## src/design/ihex_pkg.sv

```systemverilog
// Shared types, character codes and helpers of the Intel HEX dump encoder.
`default_nettype none

package ihex_pkg;

    localparam int unsigned CharW  = 7;
    localparam int unsigned ByteW  = 8;
    localparam int unsigned AddrW  = 16;
    localparam int unsigned CountW = 13;
    localparam int unsigned IdxW   = 4;
    localparam int unsigned PhaseW = 2;

    // Output segments of one input byte, in the order they are sent.
    localparam logic [PhaseW-1:0] PH_ELA  = 2'd0;
    localparam logic [PhaseW-1:0] PH_HDR  = 2'd1;
    localparam logic [PhaseW-1:0] PH_DATA = 2'd2;
    localparam logic [PhaseW-1:0] PH_TAIL = 2'd3;

    // Index of the last character within each segment.
    localparam logic [IdxW-1:0] ELA_END  = 4'd13;
    localparam logic [IdxW-1:0] HDR_END  = 4'd11;
    localparam logic [IdxW-1:0] DATA_END = 4'd1;
    localparam logic [IdxW-1:0] TAIL_END = 4'd7;

    // Configuration register indexes.
    localparam logic REG_UPPER_ADDR = 1'b0;
    localparam logic REG_REC_COUNT  = 1'b1;

    localparam logic [CountW-1:0] REC_COUNT_RESET = 13'd2048;
    localparam logic [CountW-1:0] REC_COUNT_MAX   = 13'd4096;

    localparam logic [CharW-1:0] CH_LF    = 7'h0A;
    localparam logic [CharW-1:0] CH_COLON = 7'h3A;
    localparam logic [CharW-1:0] CH_ZERO  = 7'h30;
    localparam logic [CharW-1:0] CH_ONE   = 7'h31;
    localparam logic [CharW-1:0] CH_TWO   = 7'h32;
    localparam logic [CharW-1:0] CH_FOUR  = 7'h34;
    localparam logic [CharW-1:0] CH_E     = 7'h65;
    localparam logic [CharW-1:0] CH_N     = 7'h6E;
    localparam logic [CharW-1:0] CH_D     = 7'h64;
    localparam logic [CharW-1:0] CH_ALPHA = 7'h37;

    // Everything the character generator needs about one byte.
    typedef struct packed {
        logic [ByteW-1:0] data;
        logic [AddrW-1:0] addr;
        logic [AddrW-1:0] upper;
        logic [ByteW-1:0] ck_prev;
        logic [ByteW-1:0] ck_final;
        logic             first;
        logic             hdr;
        logic             last;
    } ihex_item_t;

    function automatic logic [CharW-1:0] hex_char(input logic [3:0] d);
        logic [CharW-1:0] ext;
        ext = {3'b000, d};
        return (d > 4'd9) ? 7'(CH_ALPHA + ext) : 7'(CH_ZERO + ext);
    endfunction

endpackage

`default_nettype wire

```

## src/design/intel_hex_dump_encoder.sv

```systemverilog
// Top level of the Intel HEX dump encoder: byte intake, record state and character output.
//
//  channel | dir | handshake          | payload
//  s_*     | in  | s_tvalid/s_tready  | s_tdata[7:0] = data_byte
//  m_*     | out | m_tvalid/m_tready  | m_tdata[6:0] = ascii_char, m_tlast = run_end
//  cfg_*   | in  | cfg_valid/cfg_ready| cfg_index selects register, cfg_data value
//
// One character leaves per cycle unless m_tready stalls, so a byte yields from 2 characters
// (inside a record) to 28 characters (first byte of a dump: address record, data header and
// the byte itself); a closing byte adds 8 characters for the checksum and the end text.
// A new byte is taken in the cycle its predecessor's last character is registered.
// Reset clears address, record sum, both channels and the configuration to defaults.
// A stalled m_tready holds the output register and, behind it, the byte in work.
`default_nettype none

module intel_hex_dump_encoder
    import ihex_pkg::*;
(
    input  wire logic        clk,
    input  wire logic        rst_n,
    input  wire logic        s_tvalid,
    output logic             s_tready,
    input  wire logic [7:0]  s_tdata,   // [7:0] data_byte
    output logic             m_tvalid,
    input  wire logic        m_tready,
    output logic [7:0]       m_tdata,   // [6:0] ascii_char, [7] zero
    output logic             m_tlast,
    input  wire logic        cfg_valid,
    output logic             cfg_ready,
    input  wire logic        cfg_index,
    input  wire logic [15:0] cfg_data
);

    logic [AddrW-1:0]  upper_reg;
    logic [CountW-1:0] count_reg;
    logic [AddrW-1:0]  addr_reg, addr_next;
    logic [ByteW-1:0]  sum_reg, sum_next;

    ihex_item_t        item_reg, item_next;
    logic              item_valid_reg, item_valid_next;
    logic [PhaseW-1:0] phase_reg, phase_next;
    logic [IdxW-1:0]   idx_reg, idx_next;

    logic              out_valid_reg, out_valid_next;
    logic [CharW-1:0]  out_char_reg, out_char_next;
    logic              out_last_reg, out_last_next;

    logic [CharW-1:0]  gen_char;
    logic              gen_seg_end;
    logic              gen_run_end;

    logic              adv;
    logic              accept;
    logic [11:0]       count_m1;
    logic [AddrW-1:0]  last_addr;
    logic [ByteW-1:0]  ela_sum;
    logic [ByteW-1:0]  base_sum;
    logic [ByteW-1:0]  final_sum;

    assign cfg_ready = 1'b1;

    always_ff @(posedge clk or negedge rst_n)
    begin
        if (!rst_n)
        begin
            upper_reg <= '0;
            count_reg <= REC_COUNT_RESET;
        end
        else if (cfg_valid)
        begin
            case (cfg_index)
                REG_UPPER_ADDR: upper_reg <= cfg_data;
                REG_REC_COUNT:  count_reg <= cfg_data[CountW-1:0];
                default:        upper_reg <= upper_reg;
            endcase
        end
    end

    ihex_char_gen u_char_gen (
        .item    (item_reg),
        .phase   (phase_reg),
        .idx     (idx_reg),
        .ascii   (gen_char),
        .seg_end (gen_seg_end),
        .run_end (gen_run_end)
    );

    assign adv      = item_valid_reg && (!out_valid_reg || m_tready);
    assign s_tready = !item_valid_reg || (adv && gen_run_end);
    assign accept   = s_tvalid && s_tready;

    // A count of zero or beyond the maximum means a full 64 KiB dump.
    assign count_m1  = (count_reg == '0 || count_reg > REC_COUNT_MAX) ?
                       12'hFFF : 12'(count_reg - 13'd1);
    assign last_addr = {count_m1, 4'hF};

    always_comb
    begin
        ela_sum   = 8'(8'h06 + upper_reg[15:8] + upper_reg[7:0]);
        base_sum  = (addr_reg[3:0] == 4'h0) ?
                    8'(8'h10 + addr_reg[15:8] + addr_reg[7:0]) : sum_reg;
        final_sum = 8'(base_sum + s_tdata);

        item_next.data     = s_tdata;
        item_next.addr     = addr_reg;
        item_next.upper    = upper_reg;
        item_next.first    = (addr_reg == '0);
        item_next.hdr      = (addr_reg[3:0] == 4'h0);
        item_next.last     = (addr_reg >= last_addr);
        item_next.ck_prev  = item_next.first ? 8'(8'h00 - ela_sum) : 8'(8'h00 - sum_reg);
        item_next.ck_final = 8'(8'h00 - final_sum);

        addr_next = addr_reg;
        sum_next  = sum_reg;
        if (accept)
        begin
            addr_next = item_next.last ? '0 : 16'(addr_reg + 16'd1);
            sum_next  = item_next.last ? '0 : final_sum;
        end
    end

    always_comb
    begin
        item_valid_next = item_valid_reg;
        phase_next      = phase_reg;
        idx_next        = idx_reg;
        if (accept)
        begin
            item_valid_next = 1'b1;
            idx_next        = '0;
            if (item_next.first)
                phase_next = PH_ELA;
            else if (item_next.hdr)
                phase_next = PH_HDR;
            else
                phase_next = PH_DATA;
        end
        else if (adv)
        begin
            if (gen_run_end)
                item_valid_next = 1'b0;
            if (gen_seg_end)
            begin
                idx_next = '0;
                case (phase_reg)
                    PH_ELA:  phase_next = PH_HDR;
                    PH_HDR:  phase_next = PH_DATA;
                    PH_DATA: phase_next = PH_TAIL;
                    default: phase_next = PH_TAIL;
                endcase
            end
            else
            begin
                idx_next = 4'(idx_reg + 4'd1);
            end
        end
    end

    always_comb
    begin
        out_valid_next = out_valid_reg;
        out_char_next  = out_char_reg;
        out_last_next  = out_last_reg;
        if (adv)
        begin
            out_valid_next = 1'b1;
            out_char_next  = gen_char;
            out_last_next  = gen_run_end;
        end
        else if (m_tready)
        begin
            out_valid_next = 1'b0;
        end
    end

    always_ff @(posedge clk or negedge rst_n)
    begin
        if (!rst_n)
        begin
            addr_reg       <= '0;
            sum_reg        <= '0;
            item_valid_reg <= 1'b0;
            phase_reg      <= PH_DATA;
            idx_reg        <= '0;
            out_valid_reg  <= 1'b0;
        end
        else
        begin
            addr_reg       <= addr_next;
            sum_reg        <= sum_next;
            item_valid_reg <= item_valid_next;
            phase_reg      <= phase_next;
            idx_reg        <= idx_next;
            out_valid_reg  <= out_valid_next;
        end
    end

    // Payload registers carry no reset.
    always_ff @(posedge clk)
    begin
        if (accept)
            item_reg <= item_next;
        out_char_reg <= out_char_next;
        out_last_reg <= out_last_next;
    end

    assign m_tvalid = out_valid_reg;
    assign m_tdata  = {1'b0, out_char_reg};
    assign m_tlast  = out_last_reg;

endmodule

`default_nettype wire

```

## src/design/ihex_char_gen.sv

```systemverilog
// Character selection for one position of one byte's output text.
`default_nettype none

module ihex_char_gen
    import ihex_pkg::*;
(
    input  wire ihex_item_t        item,
    input  wire logic [PhaseW-1:0] phase,
    input  wire logic [IdxW-1:0]   idx,
    output logic [CharW-1:0]       ascii,
    output logic                   seg_end,
    output logic                   run_end
);

    always_comb
    begin
        ascii   = CH_ZERO;
        seg_end = 1'b0;
        run_end = 1'b0;
        case (phase)
            PH_ELA:
            begin
                seg_end = (idx == ELA_END);
                case (idx)
                    4'd0:    ascii = CH_LF;
                    4'd1:    ascii = CH_COLON;
                    4'd3:    ascii = CH_TWO;
                    4'd9:    ascii = CH_FOUR;
                    4'd10:   ascii = hex_char(item.upper[15:12]);
                    4'd11:   ascii = hex_char(item.upper[11:8]);
                    4'd12:   ascii = hex_char(item.upper[7:4]);
                    4'd13:   ascii = hex_char(item.upper[3:0]);
                    default: ascii = CH_ZERO;
                endcase
            end
            PH_HDR:
            begin
                seg_end = (idx == HDR_END);
                case (idx)
                    4'd0:    ascii = hex_char(item.ck_prev[7:4]);
                    4'd1:    ascii = hex_char(item.ck_prev[3:0]);
                    4'd2:    ascii = CH_LF;
                    4'd3:    ascii = CH_COLON;
                    4'd4:    ascii = CH_ONE;
                    4'd6:    ascii = hex_char(item.addr[15:12]);
                    4'd7:    ascii = hex_char(item.addr[11:8]);
                    4'd8:    ascii = hex_char(item.addr[7:4]);
                    4'd9:    ascii = hex_char(item.addr[3:0]);
                    default: ascii = CH_ZERO;
                endcase
            end
            PH_DATA:
            begin
                seg_end = (idx == DATA_END);
                run_end = seg_end && !item.last;
                ascii   = idx[0] ? hex_char(item.data[3:0]) : hex_char(item.data[7:4]);
            end
            PH_TAIL:
            begin
                seg_end = (idx == TAIL_END);
                run_end = seg_end;
                case (idx)
                    4'd0:    ascii = hex_char(item.ck_final[7:4]);
                    4'd1:    ascii = hex_char(item.ck_final[3:0]);
                    4'd4:    ascii = CH_E;
                    4'd5:    ascii = CH_N;
                    4'd6:    ascii = CH_D;
                    default: ascii = CH_LF;
                endcase
            end
            default:
            begin
                ascii = CH_ZERO;
            end
        endcase
    end

endmodule

`default_nettype wire
```

## config.mk

```make
export PLATFORM = sky130hd
export DESIGN_NAME = intel_hex_dump_encoder
export DESIGN_NICKNAME = d
export VERILOG_FILES = /design/src/design/ihex_pkg.sv /design/src/design/intel_hex_dump_encoder.sv /design/src/design/ihex_char_gen.sv
export SDC_FILE = /design/constraint.sdc
export NUM_CORES = 1
export LEC_CHECK = 0
export ABC_AREA = 1
export ABC_CLOCK_PERIOD_IN_PS = 9300
export CAP_MARGIN = 0
export CORE_MARGIN = 2
export CORE_UTILIZATION = 60
export DETAILED_ROUTE_END_ITERATION = 10
export DONT_BUFFER_PORTS = 1
export MAX_ROUTING_LAYER = met4
export PLACE_DENSITY = 0.76
export REMOVE_ABC_BUFFERS = 1
export SLEW_MARGIN = 10
export SYNTH_ARGS = -nofsm -noshare
export SYNTH_HDL_FRONTEND = slang
export SYNTH_SLANG_ARGS = --single-unit
```

## constraint.sdc

```tcl
create_clock -name clk -period 9.3 [get_ports clk]
set_input_delay 0.93 -clock clk [delete_from_list [all_inputs] [get_ports clk]]
set_output_delay 0.93 -clock clk [all_outputs]
set_load 0.05 [all_outputs]
```

==> results by group, run 1 <==
Worst setup path
  • Buf/Inv on CP: 2
  • Critical-path top delay cell: xnor2_1
  • WP data arrival: 4.25 ns
  • CP startpoint kind: register
  • Family with the most delay on the worst path: simple AND/OR/NAND/NOR gates
  • Worst Path Max Fanout: 14
  • Reg-to-Reg Start: count_reg[0]
  • Crit-path most repeated cell: nand2_1
  • CP Cell Sequence: inv_1, ha_1, nand2_1, nor3_1, inv_1, nor2_1, nand2_1, xnor2_1, a211oi_1, ha_1, nand2_1, nor3_1, nand4_1, nand2_1, nand2_1, and3_1
  • Largest stage delay, worst path: approximately 0.62 ns
  • CP startpoint: count_reg[0]
  • WP data required: 9.61 ns
  • Crit Path Class: reg -> reg
  • Critical Path Sink Type: register

Floorplanning
  • Die area: 15600 um2
  • Ports: 42
  • FP Rows: 44
  • CORE AREA: 14400 um2
  • Die height: 125 um
  • Die X: 125 um
  • Initial Util: 61.0%

Global routing
  • Largest net degree at the start of global routing: 62
  • Tot GR Track Use: between 20% and 30%
  • Number of global-route vias before repair: 7356
  • GR Overflow Total: 0
  • First-pass GRT wire length: 34.8 mm
  • Initial antenna violation count: 0

Route
  • Residual DRC: 0
  • TritonRoute pass-1 iters: 5
  • Routed len/inst: 16.0 um
  • Final antenna-violating net count: 0
  • Iteration-0 DRC Markers: 573
  • Vias after detailed routing: ~7.5k
  • Drt total wl: between 20 and 25 mm
  • Vias per Instance: 5.72

Logic synthesis
  • Post-synth ARST share: 48.4%
  • Top FF cell, synth: edfxtp_1
  • Sequential fraction of the synthesis area: 39.6%
  • Synth area leader: edfxtp_1
  • Yosys cell types: 47
  • Synthesized area: 8800 um2
  • Synth warn: 0
  • Synth Instances: 1103
  • Ranking of synthesized cells by area: edfxtp_1 (22%), dfrtp_1 (17%), ha_1 (12%), nand2_1 (11%), inv_1 (6.9%)
  • Yosys top cell area share: 22.2%
  • Flops & latches, synth: approximately 130
  • Post-synth EDFFs: 65
  • Syn avg cell area: 7.97 um2

Clock tree
  • # Post-CTS Setup Buffers: 0
  • CTS Hold Bufs: 0
  • Clock Sinks: approximately 130
  • Clock buffer depth: 2
  • CTS Root Cell: clkbuf_16
  • CTS tree: built
  • CTS Buf Count: 17
  • Clk slew on worst S/H paths: ~0.070 ns
  • H-Tree Depth: 4
  • Clk_lat worst skew: 0.42 ns
  • Post-CTS sizing: 0

STA
  • Layout Skew: 0.00968 ns
  • Hold slack final: 0.199 ns
  • Setup ws final: 5.36 ns
  • Tmin final: 3.94 ns
  • Setup TNS: 0 ns
  • Max transition margin: between 40% and 50%
  • RSZ-0062 raised after global routing: no
  • Hold Vio Cnt, Final: 0
  • Worst-Margin Slew: 0.812 ns
  • F_max: 254 MHz
  • Slew Limit Fails: 0
  • Period utilization: 42.3%
  • Count of final setup violators: 0

Finish
  • Final Instance Area: 9510 um2
  • Layout cell share with drive strength beyond 1: 5.09%
  • Non-Filler Instances: 1303
  • Area delta synth->final: 8.07%
  • Largest register FFs: 57
  • Fill cells: roughly 1.2k
  • Antenna diodes: 0
  • # nets final: 1221
  • Core Util, Final: 65.9%

Placement
  • DP Area: 8920 um2
  • Placer Congestion: ~0.94
  • HPWL Detailed: approximately 16 mm
  • Setup WS pre-CTS: 5.43 ns
  • Dpl cells: ~1.3k
  • Buffers added on ports: 0

Power and ir drop
  • Power after layout: 3.05 mW
  • Leakage power: 4.58 nW
  • Worst vdd ir: 0.000179 V
  • Power Dens Cells: 321 nW/um2

Outcome
  • Outcome: completed

Hold path
  • HP Class: in -> async

Job
  • MaxCap Viol Count: 0
-- layout by cell type, fill, tap and decap left out, types with 3 or more instances in the layout --
cell,synthesis,final
nand4_1,17,17
nand3_1,69,69
xnor2_1,8,8
nand2_2,4,4
nor2_1,90,90
nand3b_1,3,3
nor3_1,33,33
xor2_1,28,28
o21ai_1,7,7
o31ai_1,12,12
nand2_4,3,3
a21oi_1,48,48
a32oi_1,3,3
clkbuf_16,0,18
nor2_4,3,3
mux2_2,4,4
inv_2,3,3
o21a_1,3,3
o211ai_1,6,6
nand2_1,247,247
fa_1,3,3
edfxtp_1,65,65
dfrtp_1,59,59
inv_6,0,7
nor4_1,7,7
inv_1,161,161
o21ai_0,92,92
inv_8,0,5
a21boi_0,3,3
ha_1,82,82
-- synthesized netlist by cell type, types with 6 or more instances --
cell type,n
ha_1,82
dfrtp_1,59
nor3_1,33
o21ai_1,7
o211ai_1,6
nor4_1,7
inv_1,161
nand4_1,17
clkbuf_1,7
nor2_1,90
o31ai_1,12
a21oi_1,48
xor2_1,28
edfxtp_1,65
nand2_1,247
nand3_1,69
o21ai_0,92
xnor2_1,8
-- metal layers --
metal	vias to the layer above	GRT usage, %	share of wire (%)
li1	3696	-	-
met1	3446	35.9	44
met2	262	45.9	47
met3	51	4.96	6.0
met4	0	11.9	3.1
met5	-	-	0
-- kinds of logic (layout without fill, tap and decap cells) --
kind of cell,Yosys count,after routing,synth area share [%]
buf+inv,183,199,8.34
compound gates,185,185,11.8
fa+ha+maj,85,85,12.3
other cells,2,2,0.0854
xor+xnor,36,36,3.58
mux,4,4,0.512
simple gates,482,482,23.8
flops,126,126,39.6
-- power by group --
group          switching, mW  total [mW]  internal, mW
Combinational          0.859        1.34         0.477
Sequential             0.258        1.06         0.801
Clock                  0.282       0.653         0.372
-- final cells by class --
cell class	count	area, um2	area share [%]
Sequential cell	126	3480	36.6
Multi-Input combinational cell	794	4580	48.2
Tap cell	184	230	2.42
Timing Repair Buffer	1	7.51	0.0790
Inverter	166	624	6.57
Clock buffer	18	450	4.74
Clock inverter	14	130	1.37
-- path summary, 6_finish.rpt --
kind                                      end  slack [ns]  cells past startpoint
worst max-delay path              addr_reg[3]        5.36                     16
worst min-delay path            upper_reg[14]        0.20                      0
worst max register to register    addr_reg[3]        5.36                     16
worst min register to register   count_reg[1]        0.49                      2
max in group asynchronous       count_reg[11]        8.89                      0
min in group clk                 count_reg[1]        0.49                      2
Power figures use the tool's default switching activity.
==> inputs of run 2 (changes only) <==
Settings changed: ABC_CLOCK_PERIOD_IN_PS 9300 to 3260, CORE_UTILIZATION 60 to 59, PLACE_DENSITY 0.76 to 0.78.
Clock period 9.3 ns to 3.26 ns, I/O delays scaled along.
==> results by group, run 2 (synthesized netlist as in run 1, its figures left out) <==
Outcome
  • Outcome: complete, but fails checks
  • Violated checks: setup timing

STA
  • Slew Limit Fails: 0 (unchanged)
  • F_max: 306 MHz (+21%)
  • Setup ws final: -0.00467 ns (-5.37 ns)
  • Hold Vio Cnt, Final: 0 (unchanged)
  • Worst-Margin Slew: 0.867 ns (+0.0549 ns)
  • Layout Skew: 0.0120 ns (+0.00232 ns)
  • Max transition margin: 42.1% (-3.7 points)
  • Tmin final: 3.26 ns (-0.674 ns)
  • Period utilization: 100% (+58 points)
  • Count of final setup violators: 1 (+1)

Worst setup path
  • Critical Path Sink Type: register
  • Reg2reg setup slack: -0.005 ns (-5.37 ns)
  • Crit Path Class: reg -> reg
  • Worst Path Max Fanout: 4 (-10)
  • CP startpoint kind: register
  • WP data arrival: 3.45 ns (-0.80 ns)
  • WP data required: 3.44 ns (-6.17 ns)

Placement
  • HPWL Detailed: 16.5 mm (+5.5%)
  • Buffers added on ports: 0 (unchanged)
  • Setup WS pre-CTS: -0.122 ns (-5.55 ns)
  • Placer Congestion: 0.958 (+1.8%)

Floorplanning
  • Die area: 15900 um2 (+1.6%)
  • Initial Util: 60.5% (-0.46 points)
  • FP Rows: 44 (unchanged)
  • Die X: 126 um (+0.82%)
  • CORE AREA: 14500 um2 (+0.76%)
  • Die height: 126 um (+0.82%)
  • Ports: 42 (unchanged)

Finish
  • Antenna diodes: 0 (unchanged)
  • Most common cell after layout, fill and taps aside: nand2_1
  • Commonest cells after routing, fill and taps aside: nand2_1 (244), inv_1 (158), o21ai_0 (88), nor2_1 (88), ha_1 (75)
  • Layout cell share with drive strength beyond 1: 11.4% (+6.3 points)
  • Largest register FFs: 57 (unchanged)
  • # nets final: 1266 (+3.7%)
  • Area delta synth->final: 15.5%
  • Core Util, Final: 69.9% (+4.0 points)

Power and ir drop
  • Clock power frac: 20.1% (-1.3 points)
  • Sw power: 4.30 mW (+210%)
  • Sw Share: 44.8% (-1.1 points)
  • Comb power frac: 49.5% (+5.7 points)
  • Leakage power: 4.87 nW (+6.2%)
  • Int Pwr: 5.29 mW (+220%)
  • Power Dens Cells: 944 nW/um2 (+190%)
  • Flop pwr share: 30.4% (-4.3 points)
  • Worst vdd ir: 0.000457 V (+160%)

Route
  • TritonRoute pass-1 iters: 6 (+1)
  • Final antenna-violating net count: 0 (unchanged)
  • Vias after detailed routing: 7697 (+3.2%)
  • Drt total wl: 22.7 mm (+8.6%)
  • Residual DRC: 0 (unchanged)
  • Routed len/inst: 16.8 um (+5.0%)
  • Vias per Instance: 5.71 (-0.20%)
  • Iteration-0 DRC Markers: 614 (+7.2%)

Clock tree
  • Clk slew on worst S/H paths: 0.06 ns (about the same)
  • Clk_lat worst skew: 0.43 ns (about the same)
  • H-Tree Depth: 4 (unchanged)
  • CTS Root Cell: clkbuf_16
  • Clock buffer depth: 2 (unchanged)
  • Clock Sinks: 126 (unchanged)
  • CTS Buf Count: 17 (unchanged)
  • CTS tree: built

Job
  • MaxCap Viol Count: 0 (unchanged)

Global routing
  • First-pass GRT wire length: 35.8 mm (+3.0%)
  • GR Overflow Total: 0 (unchanged)
  • Number of global-route vias before repair: 7364 (+0.11%)
  • Largest net degree at the start of global routing: 62 (unchanged)
  • Initial antenna violation count: 0 (unchanged)
  • Tot GR Track Use: 29.4% (+0.89 points)

Hold path
  • HP Class: in -> reg
## run 2: changes by cell type in the layout (fill, tap and decap cells not counted), moves of 4 or more
cell           delta
ha_4              +5
dlygate4sd3_1     +9
a21oi_2           +4
inv_8             -4
nor3_1            -4
buf_4            +34
o21ai_0           -4
ha_1              -7
a21oi_1           -4
nand3_1           -6
nand3_2           +6
## run 2: routing by layer
layer  routed length [um]  global-route usage (%)
met2                10700                    46.1
met1                 9700                    37.3
met3                 1310                    4.80
met4                  994                    14.4
met5                    0                       -
## run 2: worst paths after layout
path                               from             to  depth (start not counted)
max                         addr_reg[1]   item_reg[10]                         16
min                        cfg_data[11]  count_reg[11]                          2
max reg2reg                 addr_reg[1]   item_reg[10]                         16
min reg2reg                upper_reg[0]   item_reg[19]                          0
max in group asynchronous         rst_n  count_reg[11]                          2
min in group asynchronous         rst_n     idx_reg[3]                          2
## run 2: final cells by class
cell class,count,area (um2)
Clock buffer,22,539
Clock inverter,10,78.8
Fill cell,1137,4380
Inverter,166,624
Multi-Input combinational cell,794,4810
Sequential cell,126,3480
Tap cell,184,230
Timing Repair Buffer,46,392
## run 2: critical path, stage by stage (launching register included)
cell and delay [ns]:
dfrtp_1 0.41, ha_4 0.25, ha_4 0.16, fa_2 0.40, or2_2 0.28, nand3_1 0.10
o21ai_2 0.08, ha_4 0.26, nand2_1 0.06, inv_1 0.06, nand4_1 0.10, nand3_2 0.19
buf_6 0.18, a31oi_4 0.21, nand3_2 0.11, nand3_1 0.10, nand2_1 0.06
## run 2: what timing repair did
item	CTS	global route
setup endpoints to repair	2	28
pin swaps	1	22
gates cloned	0	0
hold buffers	10	0
resized for setup	5	45
buffers inserted	0	6
endpoints found under the hold margin	69	0
## run 2: stage by stage
step	area (um2)	setup TNS (ns)	hold slack (ns)	instances	total power, mW
3_5_place_dp	9140	-0.122	0.0339	1300	7.02
5_1_grt	10200	-1.30	0.0331	1348	10.2
2_1_floorplan	8690	-0.0902	0.0304	1086	5.72
6_report	10200	-0.00467	0.0306	1348	9.59
4_1_cts	9900	0	0.0251	1342	9.08
3_3_place_gp	9140	0	0.0336	1300	6.93
## run 2: power groups by stage
stage,Combinational [mW],Sequential [mW],Clock [mW]
after global placement,4.02,2.91,0
after detailed placement,4.10,2.93,0
final,4.75,2.91,1.93
after floorplan,2.89,2.83,0
after CTS,4.23,2.91,1.95
after global routing,5.26,2.97,2.02
==> inputs of run 3 (changes only) <==
Settings changed: ABC_CLOCK_PERIOD_IN_PS 3260 to 4200, CORE_UTILIZATION 59 to 60, PLACE_DENSITY 0.78 to 0.76.
Clock period 3.26 ns to 4.2 ns, I/O delays scaled along.
==> results by group, run 3 (synthesized netlist as in run 1, its figures left out) <==
Worst setup path
  • Family with the most delay on the worst path: simple AND/OR/NAND/NOR gates
  • Reg-to-Reg Start: addr_reg[0]
  • Crit-path most repeated cell: inv_1
  • WP data arrival: 3.90 ns (+0.45 ns)
  • Worst Path Max Fanout: 12 (+8)
  • CP Cell Sequence: inv_1, ha_1, nand3_1, inv_1, nand2_1, o21ai_0, ha_1, inv_1, fa_1, xnor2_1, nor3_1, nand4_1, nand3_1, nand2_1
  • FF-to-FF End: item_reg[10]
  • Critical Path Sink Type: register
  • Crit Path Class: reg -> reg
  • Critical-path top delay cell: dfrtp_1
  • CP startpoint kind: register
  • Buf/Inv on CP: 3 (+1)
  • WP data required: 4.38 ns (+0.94 ns)
  • Worst R2R Path Depth: 14 (-2)
  • Largest stage delay, worst path: 0.48 ns (+0.07 ns)
  • Reg2reg setup slack: 0.48 ns (+0.48 ns)

STA
  • RSZ-0062 raised after global routing: no
  • Period utilization: 88.6% (-12 points)
  • Hold slack final: 0.0842 ns (+0.0536 ns)
  • Worst-Margin Slew: 0.861 ns (-0.00575 ns)
  • Count of final setup violators: 0 (-1)
  • Slew Limit Fails: 0 (unchanged)
  • Max transition margin: 42.5% (+0.38 points)
  • Hold Vio Cnt, Final: 0 (unchanged)
  • Setup TNS: 0 ns (+0.00467 ns)
  • Tmin final: 3.72 ns (+0.457 ns)
  • Setup ws final: 0.478 ns (+0.483 ns)
  • Layout Skew: 0.00828 ns (-0.00373 ns)
  • F_max: 269 MHz (-12%)

Clock tree
  • CTS Root Cell: clkbuf_16
  • CTS Buf Count: 17 (unchanged)
  • Clock Sinks: 126 (unchanged)
  • H-Tree Depth: 4 (unchanged)
  • Clk slew on worst S/H paths: 0.06 ns (about the same)
  • Clk_lat worst skew: 0.43 ns (about the same)
  • # Post-CTS Setup Buffers: 0 (unchanged)
  • CTS Hold Bufs: 2 (-8)
  • CTS tree: built
  • Post-CTS sizing: 0 (-5)
  • Clock buffer depth: 2 (unchanged)

Route
  • Iteration-0 DRC Markers: 598 (-2.6%)
  • Vias per Instance: 5.71 (about the same)
  • Routed len/inst: 16.3 um (-3.2%)
  • Drt total wl: 21.3 mm (-6.0%)
  • Residual DRC: 0 (unchanged)
  • Vias after detailed routing: 7471 (-2.9%)
  • TritonRoute pass-1 iters: 5 (-1)
  • Final antenna-violating net count: 0 (unchanged)

Finish
  • Most common cell after layout, fill and taps aside: nand2_1
  • Antenna diodes: 0 (unchanged)
  • Area delta synth->final: 9.54%
  • Largest register FFs: 57 (unchanged)
  • Non-Filler Instances: 1309 (-2.9%)
  • Final Instance Area: 9640 um2 (-5.1%)
  • # nets final: 1227 (-3.1%)
  • Layout cell share with drive strength beyond 1: 5.42% (-6.0 points)
  • Fill cells: 1193 (+4.9%)
  • Commonest cells after routing, fill and taps aside: nand2_1 (247), inv_1 (161), o21ai_0 (92)

Global routing
  • Initial antenna violation count: 0 (unchanged)
  • GR Overflow Total: 0 (unchanged)
  • First-pass GRT wire length: 34.9 mm (-2.4%)
  • Number of global-route vias before repair: 7118 (-3.3%)
  • Tot GR Track Use: 29.1% (-0.34 points)
  • Largest net degree at the start of global routing: 62 (unchanged)

Hold path
  • HP Class: in -> reg
  • Origin of the worst min-delay path: s_tdata[4]
  • Hold Crit Depth: 0 (-2)
  • Min-Delay Endpoint: item_reg[55]

Placement
  • Dpl cells: 1275 (-1.9%)
  • HPWL Detailed: 16.1 mm (-2.4%)
  • DP Area: 8970 um2 (-1.9%)
  • Setup WS pre-CTS: 0.628 ns (+0.750 ns)
  • Buffers added on ports: 0 (unchanged)
  • Placer Congestion: 0.974 (+1.7%)

Floorplanning
  • Die height: 125 um (-0.81%)
  • FP Rows: 44 (unchanged)
  • Die area: 15600 um2 (-1.6%)
  • Die X: 125 um (-0.81%)
  • CORE AREA: 14400 um2 (-0.76%)
  • Initial Util: 61.0% (+0.46 points)
  • Ports: 42 (unchanged)

Power and ir drop
  • Worst vdd ir: 0.000399 V (-13%)
  • Leakage power: 4.64 nW (-4.6%)
  • Power Dens Cells: 710 nW/um2 (-25%)

Job
  • MaxCap Viol Count: 0 (unchanged)

Outcome
  • Outcome: completed
==> run 3: worst max-delay path by stage <==
stage / start / to / slack (ns) / depth (start not counted)
final: addr_reg[0] / item_reg[10] / 0.48 / 14
after global routing: addr_reg[0] / item_reg[10] / 0.16 / 14
after CTS: addr_reg[0] / item_reg[10] / 0.59 / 14
after detailed placement: addr_reg[0] / item_reg[10] / 0.63 / 14
after global placement: addr_reg[0] / item_reg[10] / 0.66 / 14
after floorplan: count_reg[0] / addr_reg[3] / 0.89 / 16
==> run 3: layer usage <==
layer | track usage [%] | wire (um)
met1 | 36.5 | 9430
met2 | 46.7 | 10200
met3 | 4.58 | 1030
met4 | 13.1 | 694
met5 | - | 0
==> run 3: area by class of cell <==
type                       instances  area (um2)  area share, %
clock buffer                      23         554           5.75
clock inverter                     9        76.3          0.792
inverter                         166         624           6.48
multi-input combinational        794        4580           47.6
sequential                       126        3480           36.1
tap                              184         230           2.39
timing repair buffer               7        87.6          0.909
==> run 3: power breakdown <==
| part | leakage [nW] | internal (mW) | switching, mW |
|---|---|---|---|
| Combinational | 2.97 | 1.07 | 1.89 |
| Clock | 0.312 | 0.946 | 0.590 |
| Sequential | 1.36 | 1.77 | 0.567 |
==> run 3: through the flow <==
stage	power [mW]	utilization, %
global placement	5.17	62.2
floorplan	4.44	-
detailed placement	5.24	62.2
finish	6.85	66.8
global route	7.35	66.8
CTS	6.83	66.8
